==> config.mk <==
export PLATFORM = sky130hd
export DESIGN_NAME = morse_unit_encoder
export DESIGN_NICKNAME = d
export VERILOG_FILES = /design/src/sv/mue_pkg.sv /design/src/sv/mue_datapath.sv /design/src/sv/mue_controller.sv /design/src/sv/morse_unit_encoder.sv
export SDC_FILE = /design/constraint.sdc
export NUM_CORES = 1
export LEC_CHECK = 0
export ABC_AREA = 1
export BUFFER_PORTS_ARGS = -buffer_cell sky130_fd_sc_hd__clkbuf_2
export CAP_MARGIN = 10
export CORE_MARGIN = 2
export CORE_UTILIZATION = 30
export DETAILED_ROUTE_END_ITERATION = 12
export PLACE_DENSITY = 0.54
export SLEW_MARGIN = 5
export SYNTH_ARGS = -nofsm -noshare
export SYNTH_HDL_FRONTEND = slang
export SYNTH_SLANG_ARGS = --single-unit
==> constraint.sdc <==
create_clock -name clock -period 2.1 [get_ports clock]
set_clock_uncertainty 0.05 [all_clocks]
set_input_delay 0.315 -clock clock [delete_from_list [all_inputs] [get_ports clock]]
set_output_delay 0.315 -clock clock [all_outputs]
set_load 0.005 [all_outputs]
==> src/sv/mue_pkg.sv <==
// Package: types, constants and code table for the Morse unit encoder
package mue_pkg;

   localparam logic [7:0] SPACE_CHAR  = 8'h20;
   localparam logic [1:0] DOT_UNITS   = 2'd1;
   localparam logic [1:0] DASH_UNITS  = 2'd3;
   localparam logic [2:0] LETTER_TAIL = 3'd2;
   localparam logic [2:0] SPACE_TAIL  = 3'd4;

   typedef enum logic [1:0] {
      ST_IDLE,
      ST_TONE,
      ST_GAP,
      ST_TAIL
   } state_type;

   // One table entry: symbol count, dash flags (bit 0 = first symbol), closing silence
   typedef struct packed {
      logic       known;
      logic [2:0] len;
      logic [5:0] dashes;
      logic [2:0] tail;
   } code_type;

   typedef struct packed {
      logic load;
      logic tone_step;
      logic sym_step;
      logic tail_step;
   } cmd_type;

   typedef struct packed {
      logic known;
      logic empty;
      logic tone_last;
      logic sym_last;
      logic tail_last;
   } status_type;

   // Build an entry from a pattern written in sending order, first symbol most significant
   function automatic code_type mk(input logic [2:0] len, input logic [5:0] pat);
      code_type c;
      c        = '0;
      c.known  = 1'b1;
      c.len    = len;
      c.tail   = LETTER_TAIL;
      for (int i = 0; i < 6; i++) begin
         if (i < int'(len)) begin
            c.dashes[i] = pat[3'(int'(len) - 1 - i)];
         end
      end
      return c;
   endfunction

   // Map a character byte to its Morse entry
   function automatic code_type lookup(input logic [7:0] ch);
      code_type c;
      c = '0;
      case (ch)
         SPACE_CHAR: begin
            c.known = 1'b1;
            c.tail  = SPACE_TAIL;
         end
         8'h61: c = mk(3'd2, 6'b000001);  // a
         8'h62: c = mk(3'd4, 6'b001000);  // b
         8'h63: c = mk(3'd4, 6'b001010);  // c
         8'h64: c = mk(3'd3, 6'b000100);  // d
         8'h65: c = mk(3'd1, 6'b000000);  // e
         8'h66: c = mk(3'd4, 6'b000010);  // f
         8'h67: c = mk(3'd3, 6'b000110);  // g
         8'h68: c = mk(3'd4, 6'b000000);  // h
         8'h69: c = mk(3'd2, 6'b000000);  // i
         8'h6a: c = mk(3'd4, 6'b000111);  // j
         8'h6b: c = mk(3'd3, 6'b000101);  // k
         8'h6c: c = mk(3'd4, 6'b000100);  // l
         8'h6d: c = mk(3'd2, 6'b000011);  // m
         8'h6e: c = mk(3'd2, 6'b000010);  // n
         8'h6f: c = mk(3'd3, 6'b000111);  // o
         8'h70: c = mk(3'd4, 6'b000110);  // p
         8'h71: c = mk(3'd4, 6'b001101);  // q
         8'h72: c = mk(3'd3, 6'b000010);  // r
         8'h73: c = mk(3'd3, 6'b000000);  // s
         8'h74: c = mk(3'd1, 6'b000001);  // t
         8'h75: c = mk(3'd3, 6'b000001);  // u
         8'h76: c = mk(3'd4, 6'b000001);  // v
         8'h77: c = mk(3'd3, 6'b000011);  // w
         8'h78: c = mk(3'd4, 6'b001001);  // x
         8'h79: c = mk(3'd4, 6'b001011);  // y
         8'h7a: c = mk(3'd4, 6'b001100);  // z
         8'h31: c = mk(3'd5, 6'b001111);  // 1
         8'h32: c = mk(3'd5, 6'b000111);  // 2
         8'h33: c = mk(3'd5, 6'b000011);  // 3
         8'h34: c = mk(3'd5, 6'b000001);  // 4
         8'h35: c = mk(3'd5, 6'b000000);  // 5
         8'h36: c = mk(3'd5, 6'b010000);  // 6
         8'h37: c = mk(3'd5, 6'b011000);  // 7
         8'h38: c = mk(3'd5, 6'b011100);  // 8
         8'h39: c = mk(3'd5, 6'b011110);  // 9
         8'h30: c = mk(3'd5, 6'b011111);  // 0
         8'h26: c = mk(3'd5, 6'b001000);  // ampersand
         8'h27: c = mk(3'd6, 6'b011110);  // apostrophe
         8'h40: c = mk(3'd6, 6'b011010);  // at sign
         8'h29, 8'h7d: c = mk(3'd6, 6'b101101);  // closing bracket and brace
         8'h28, 8'h7b: c = mk(3'd5, 6'b010110);  // opening bracket and brace
         8'h3a: c = mk(3'd6, 6'b111000);  // colon
         8'h2c: c = mk(3'd6, 6'b110011);  // comma
         8'h3d: c = mk(3'd5, 6'b010001);  // equals
         8'h21: c = mk(3'd6, 6'b101011);  // exclamation mark
         8'h2e: c = mk(3'd6, 6'b010101);  // full stop
         8'h2d: c = mk(3'd6, 6'b100001);  // hyphen
         8'h2b: c = mk(3'd5, 6'b001010);  // plus
         8'h22: c = mk(3'd6, 6'b010010);  // quotation mark
         8'h3f: c = mk(3'd6, 6'b001100);  // question mark
         8'h2f: c = mk(3'd5, 6'b010010);  // slash
         default: c.known = 1'b0;
      endcase
      return c;
   endfunction

endpackage

==> src/sv/mue_datapath.sv <==
// Datapath: table lookup and the symbol, unit and silence counters
module mue_datapath (
   input  logic                 clock,
   input  logic [7:0]           req_character,
   input  mue_pkg::cmd_type     cmd,
   output mue_pkg::status_type  status
);

   mue_pkg::code_type code;

   logic [5:0] dash_ff,      dash_in;
   logic [2:0] sym_left_ff,  sym_left_in;
   logic [1:0] tone_left_ff, tone_left_in;
   logic [2:0] tail_left_ff, tail_left_in;

   // Look up the incoming word
   assign code = mue_pkg::lookup(req_character);

   // Load on accept, then count down units, symbols and closing silence
   always_comb begin
      dash_in      = dash_ff;
      sym_left_in  = sym_left_ff;
      tone_left_in = tone_left_ff;
      tail_left_in = tail_left_ff;
      if (cmd.load) begin
         dash_in      = code.dashes;
         sym_left_in  = code.len;
         tone_left_in = code.dashes[0] ? mue_pkg::DASH_UNITS : mue_pkg::DOT_UNITS;
         tail_left_in = code.tail;
      end else begin
         if (cmd.tone_step) begin
            tone_left_in = tone_left_ff - 2'd1;
         end
         if (cmd.sym_step) begin
            dash_in      = {1'b0, dash_ff[5:1]};
            sym_left_in  = sym_left_ff - 3'd1;
            tone_left_in = dash_ff[1] ? mue_pkg::DASH_UNITS : mue_pkg::DOT_UNITS;
         end
         if (cmd.tail_step) begin
            tail_left_in = tail_left_ff - 3'd1;
         end
      end
   end

   always_ff @(posedge clock) begin
      dash_ff      <= dash_in;
      sym_left_ff  <= sym_left_in;
      tone_left_ff <= tone_left_in;
      tail_left_ff <= tail_left_in;
   end

   // Report to the controller
   always_comb begin
      status.known     = code.known;
      status.empty     = (code.len == 3'd0);
      status.tone_last = (tone_left_ff == 2'd1);
      status.sym_last  = (sym_left_ff == 3'd1);
      status.tail_last = (tail_left_ff == 3'd1);
   end

endmodule

==> src/sv/mue_controller.sv <==
// Controller: state machine that sequences tone, gap and closing silence units
module mue_controller (
   input  logic                 clock,
   input  logic                 reset,
   input  logic                 req_valid,
   output logic                 req_stall,
   output logic                 rsp_valid,
   input  logic                 rsp_stall,
   output logic                 rsp_tone,
   output logic                 rsp_last_unit,
   input  mue_pkg::status_type  status,
   output mue_pkg::cmd_type     cmd
);

   mue_pkg::state_type state_ff, state_in;

   always_ff @(posedge clock) begin
      if (reset) begin
         state_ff <= mue_pkg::ST_IDLE;
      end else begin
         state_ff <= state_in;
      end
   end

   // Next state, commands and the unit on offer
   always_comb begin
      state_in      = state_ff;
      cmd           = '0;
      req_stall     = 1'b1;
      rsp_valid     = 1'b0;
      rsp_tone      = 1'b0;
      rsp_last_unit = 1'b0;
      case (state_ff)
         mue_pkg::ST_IDLE: begin
            // take a word; drop it if it has no code
            req_stall = 1'b0;
            if (req_valid && status.known) begin
               cmd.load = 1'b1;
               state_in = status.empty ? mue_pkg::ST_TAIL : mue_pkg::ST_TONE;
            end
         end
         mue_pkg::ST_TONE: begin
            rsp_valid = 1'b1;
            rsp_tone  = 1'b1;
            if (!rsp_stall) begin
               if (status.tone_last) begin
                  state_in = mue_pkg::ST_GAP;
               end else begin
                  cmd.tone_step = 1'b1;
               end
            end
         end
         mue_pkg::ST_GAP: begin
            rsp_valid = 1'b1;
            if (!rsp_stall) begin
               if (status.sym_last) begin
                  state_in = mue_pkg::ST_TAIL;
               end else begin
                  cmd.sym_step = 1'b1;
                  state_in     = mue_pkg::ST_TONE;
               end
            end
         end
         mue_pkg::ST_TAIL: begin
            rsp_valid     = 1'b1;
            rsp_last_unit = status.tail_last;
            if (!rsp_stall) begin
               if (status.tail_last) begin
                  state_in = mue_pkg::ST_IDLE;
               end else begin
                  cmd.tail_step = 1'b1;
               end
            end
         end
         default: begin
            state_in = mue_pkg::ST_IDLE;
         end
      endcase
   end

endmodule

==> src/sv/morse_unit_encoder.sv <==
// Morse unit encoder: top level joining controller and datapath
// Takes one character word and sends its International Morse keying units, one
// per cycle while rsp_stall is low, each tone or silence, with last_unit set on
// the final one. A dot is one tone unit, a dash three, each symbol is followed
// by one silent unit and two more silent units close the letter; a space gives
// four silent units and any byte without a code is taken and gives nothing. The
// single unit sequencer sends one unit per cycle unless rsp_stall holds it, and
// the next word is taken only after the last unit of the current one has gone.
module morse_unit_encoder (
   input  logic       clock,
   input  logic       reset,
   input  logic       req_valid,
   output logic       req_stall,
   input  logic [7:0] req_character,
   output logic       rsp_valid,
   input  logic       rsp_stall,
   output logic       rsp_tone,
   output logic       rsp_last_unit
);

   mue_pkg::cmd_type    cmd;
   mue_pkg::status_type status;

   mue_controller u_ctrl (
      .clock         (clock),
      .reset         (reset),
      .req_valid     (req_valid),
      .req_stall     (req_stall),
      .rsp_valid     (rsp_valid),
      .rsp_stall     (rsp_stall),
      .rsp_tone      (rsp_tone),
      .rsp_last_unit (rsp_last_unit),
      .status        (status),
      .cmd           (cmd)
   );

   mue_datapath u_dp (
      .clock         (clock),
      .req_character (req_character),
      .cmd           (cmd),
      .status        (status)
   );

endmodule

==> impl_metrics.ini <==
[setup_path]
path_class = in -> reg
r2r_slack_ns = 0.52
crit_fanout = 12
cp_common_cell = nand2_2
startpoint_type = input pin
cp_cell_sequence = clkbuf_2, inv_2, nand2_2, nor2_2, nand2_2, nand2_2, nor2_4, nand3_2, o21bai_4, nor2_8, buf_4, o41ai_2, nand2_2
cp.arrival_ns = 1.72
worstPathRequired_ns = 2.05
critPathMaxStageDelay_ns = 0.19
crit_slowest_cell = o21bai_4
end_kind = flop

[synthesis]
avgSynthCellArea_um2 = 6.410
yosys.area.top_type = edfxtp_1
yosys_warnings = 0
synth-seq-cells = 15
yosysSeqAreaShare_pct = 25.83
synth_cell_types = 34
synthCells = 260
synth_top_area_share_pct = 23.42
syn_nets = 277
netlist_area_um2 = 1667
synth_area_leaders = edfxtp_1, nand2_1, nor2_1

[timing]
layout_min_cycle_time_ns = 1.770
slew_viol_final = 0
setup_viol = 0
finalHoldViolCount = 0
setup_tns_ns = 0
rsz0062_at_grt = false
fmax_ghz = 0.5649
fin_crit_sh_pct = 84.30

[die]
pin_count = 16
fp.coreArea_um2 = 5439
die_area_um2 = 6168
die_w_um = 78.54
die_y_um = 78.54
start_util_pct = 30.64
rows = 27

[finish]
antennaDiodeCount = 0
fill_cells = 599
multiInputGateArea_um2 = 1079
nets = 314
regArea_um2 = 430.4
drive_above_1_share_pct = 25.34
fin_cells = 368
syn_to_final_growth_pct = 21.02

[route]
drtIter0Drc = 132
wl_per_cell_um = 12.15
via_count = 1787
avgViaCountPerCell = 4.856
routed_wl_um = 4471
drc = 0
first_pass_iters = 4
antenna_left = 0

[power_and_ir_drop]
p_leak_uw = 0.001021
irDropWorstVdd_mv = 0.2881
powerDensity_nw_per_um2 = 580.2

[global_route]
first_global_vias = 1651
antenna_found_initial = 0
grt_first_pass_wirelength_um = 7762
globalRouteOverflowTotal = 0
grt_max_degree = 14
grt_usage_pct = 15.75

[clocking]
clk_pin_slew_worst_paths_ns = 0.07
cts_sinks = 15
cts_made_buffers = 3
cts_tree = yes
cts_max_level = 1
clkLatencyLatePin_ns = 0.25
hold_buffers = 0
cts-resized-gates = 0
clock-root-buffer = clkbuf_8
cts_setup_buffers = 0
ctsLongestPathBuffers = 2

[placement]
port_buffers = 15
gp_congestion = 0.9123
hpwl_um = 3651
placed_cells = 364

[flow_run]
drv_cap = 0

[run_status]
status = finished clean

[worst_hold_path]
hold_class = in -> reg
-- final timing paths --
| check | depth (start not counted) | from | to |
|---|---|---|---|
| worst max register to register | 6 | u_dp.sym_left_ff[0] | u_dp.tone_left_ff[1] |
| worst max-delay path | 13 | req_character[3] | u_dp.tone_left_ff[1] |
| worst min register to register | 2 | u_dp.dash_ff[5] | u_dp.dash_ff[4] |
| worst min-delay path | 2 | reset | u_ctrl.state_ff[1] |
-- sequential cells by signal, summed over array words and instances (netlist names) --
name               count
u_ctrl.state_ff        2
u_dp.tone_left_ff      2
u_dp.sym_left_ff       3
u_dp.dash_ff           5
u_dp.tail_left_ff      3
-- synth_stat cells --
cell       number
o21ai_0        10
nand2_2        11
buf_6           1
o211ai_1        1
nand2_1        75
nor2_2          4
o21ai_1         2
a21boi_0        1
nor2_4          4
nand3_2         1
xnor2_1         2
a41oi_1         1
a21oi_1         8
nand4_1         4
conb_1          1
inv_1          30
o41ai_2         1
o21a_1          1
o41ai_1         1
dfxtp_1         2
nand3_1        19
nor2_1         35
nor3_1          9
edfxtp_1       13
a21oi_2         1
mux2_2          1
inv_2           6
o21bai_4        1
o21ai_2         5
nor2_8          1
buf_2           1
inv_4           1
o2111ai_1       1
ha_1            5
-- cells in the final DEF, fill, tap and decap left out, drive strengths merged, types with 2 or more instances in the layout --
| cell | synthesis | layout |
|---|---|---|
| a21oi | 9 | 9 |
| buf | 2 | 19 |
| clkbuf | 0 | 18 |
| dfxtp | 2 | 2 |
| edfxtp | 13 | 13 |
| ha | 5 | 5 |
| inv | 37 | 37 |
| nand2 | 86 | 86 |
| nand3 | 20 | 20 |
| nand4 | 4 | 4 |
| nor2 | 44 | 44 |
| nor3 | 9 | 9 |
| o21ai | 17 | 17 |
| o41ai | 2 | 2 |
| xnor2 | 2 | 2 |
-- report_power, final --
part / total, uW / internal (uW) / switching [uW]
sequential: 429 / 393 / 35.7
clock: 241 / 132 / 109
combinational: 501 / 200 / 301
-- worst max-delay path: cells and delay by family --
family / cells / cell delay [ns]
buffers and inverters: 3 / 0.41
AOI/OAI and AO/OA: 2 / 0.26
and+or+nand+nor: 8 / 0.72
-- logic make-up after synthesis --
| family | synth area share (%) |
|---|---|
| mux | 0.6756 |
| simple gates | 44.82 |
| buf+inv | 9.459 |
| fa+ha+maj | 3.754 |
| xor+xnor | 1.051 |
| other cells | 0.2250 |
| flops | 25.83 |
| compound gates | 14.19 |
-- layer usage --
| metal | share of wire (%) | global-route usage, % | up-vias |
|---|---|---|---|
| li1 | - | - | 918 |
| met1 | 47 | 22.58 | 803 |
| met2 | 45 | 24.10 | 58 |
| met3 | 6.4 | 2.759 | 8 |
| met4 | 1.8 | 4.561 | 0 |
| met5 | 0 | 0 | - |
-- cell type report --
cell class	instances	area share (%)
Sequential cell	15	21.34
Clock buffer	3	2.047
Timing Repair Buffer	34	11.41
Tap cell	72	4.467
Multi-Input combinational cell	206	53.47
Clock inverter	1	0.2481
Inverter	37	7.010
-- stage by stage --
stage / util, % / cell area (um2) / setup WS, ns / hold WS, ns / total power [uW]
after floorplan: - / 1667 / 0.2110 / 0.3341 / 751.8
final: 37.08 / 2017 / 0.3297 / 0.1858 / 1170
after CTS: 37.08 / 2017 / 0.3299 / 0.1794 / 1182
after detailed placement: 36.23 / 1971 / 0.06124 / 0.4473 / 937.7
after global placement: 36.23 / 1971 / 0.003232 / 0.4463 / 936.4
after global routing: 37.08 / 2017 / 0.1578 / 0.1989 / 1268
(Power assumes the default switching activity.)
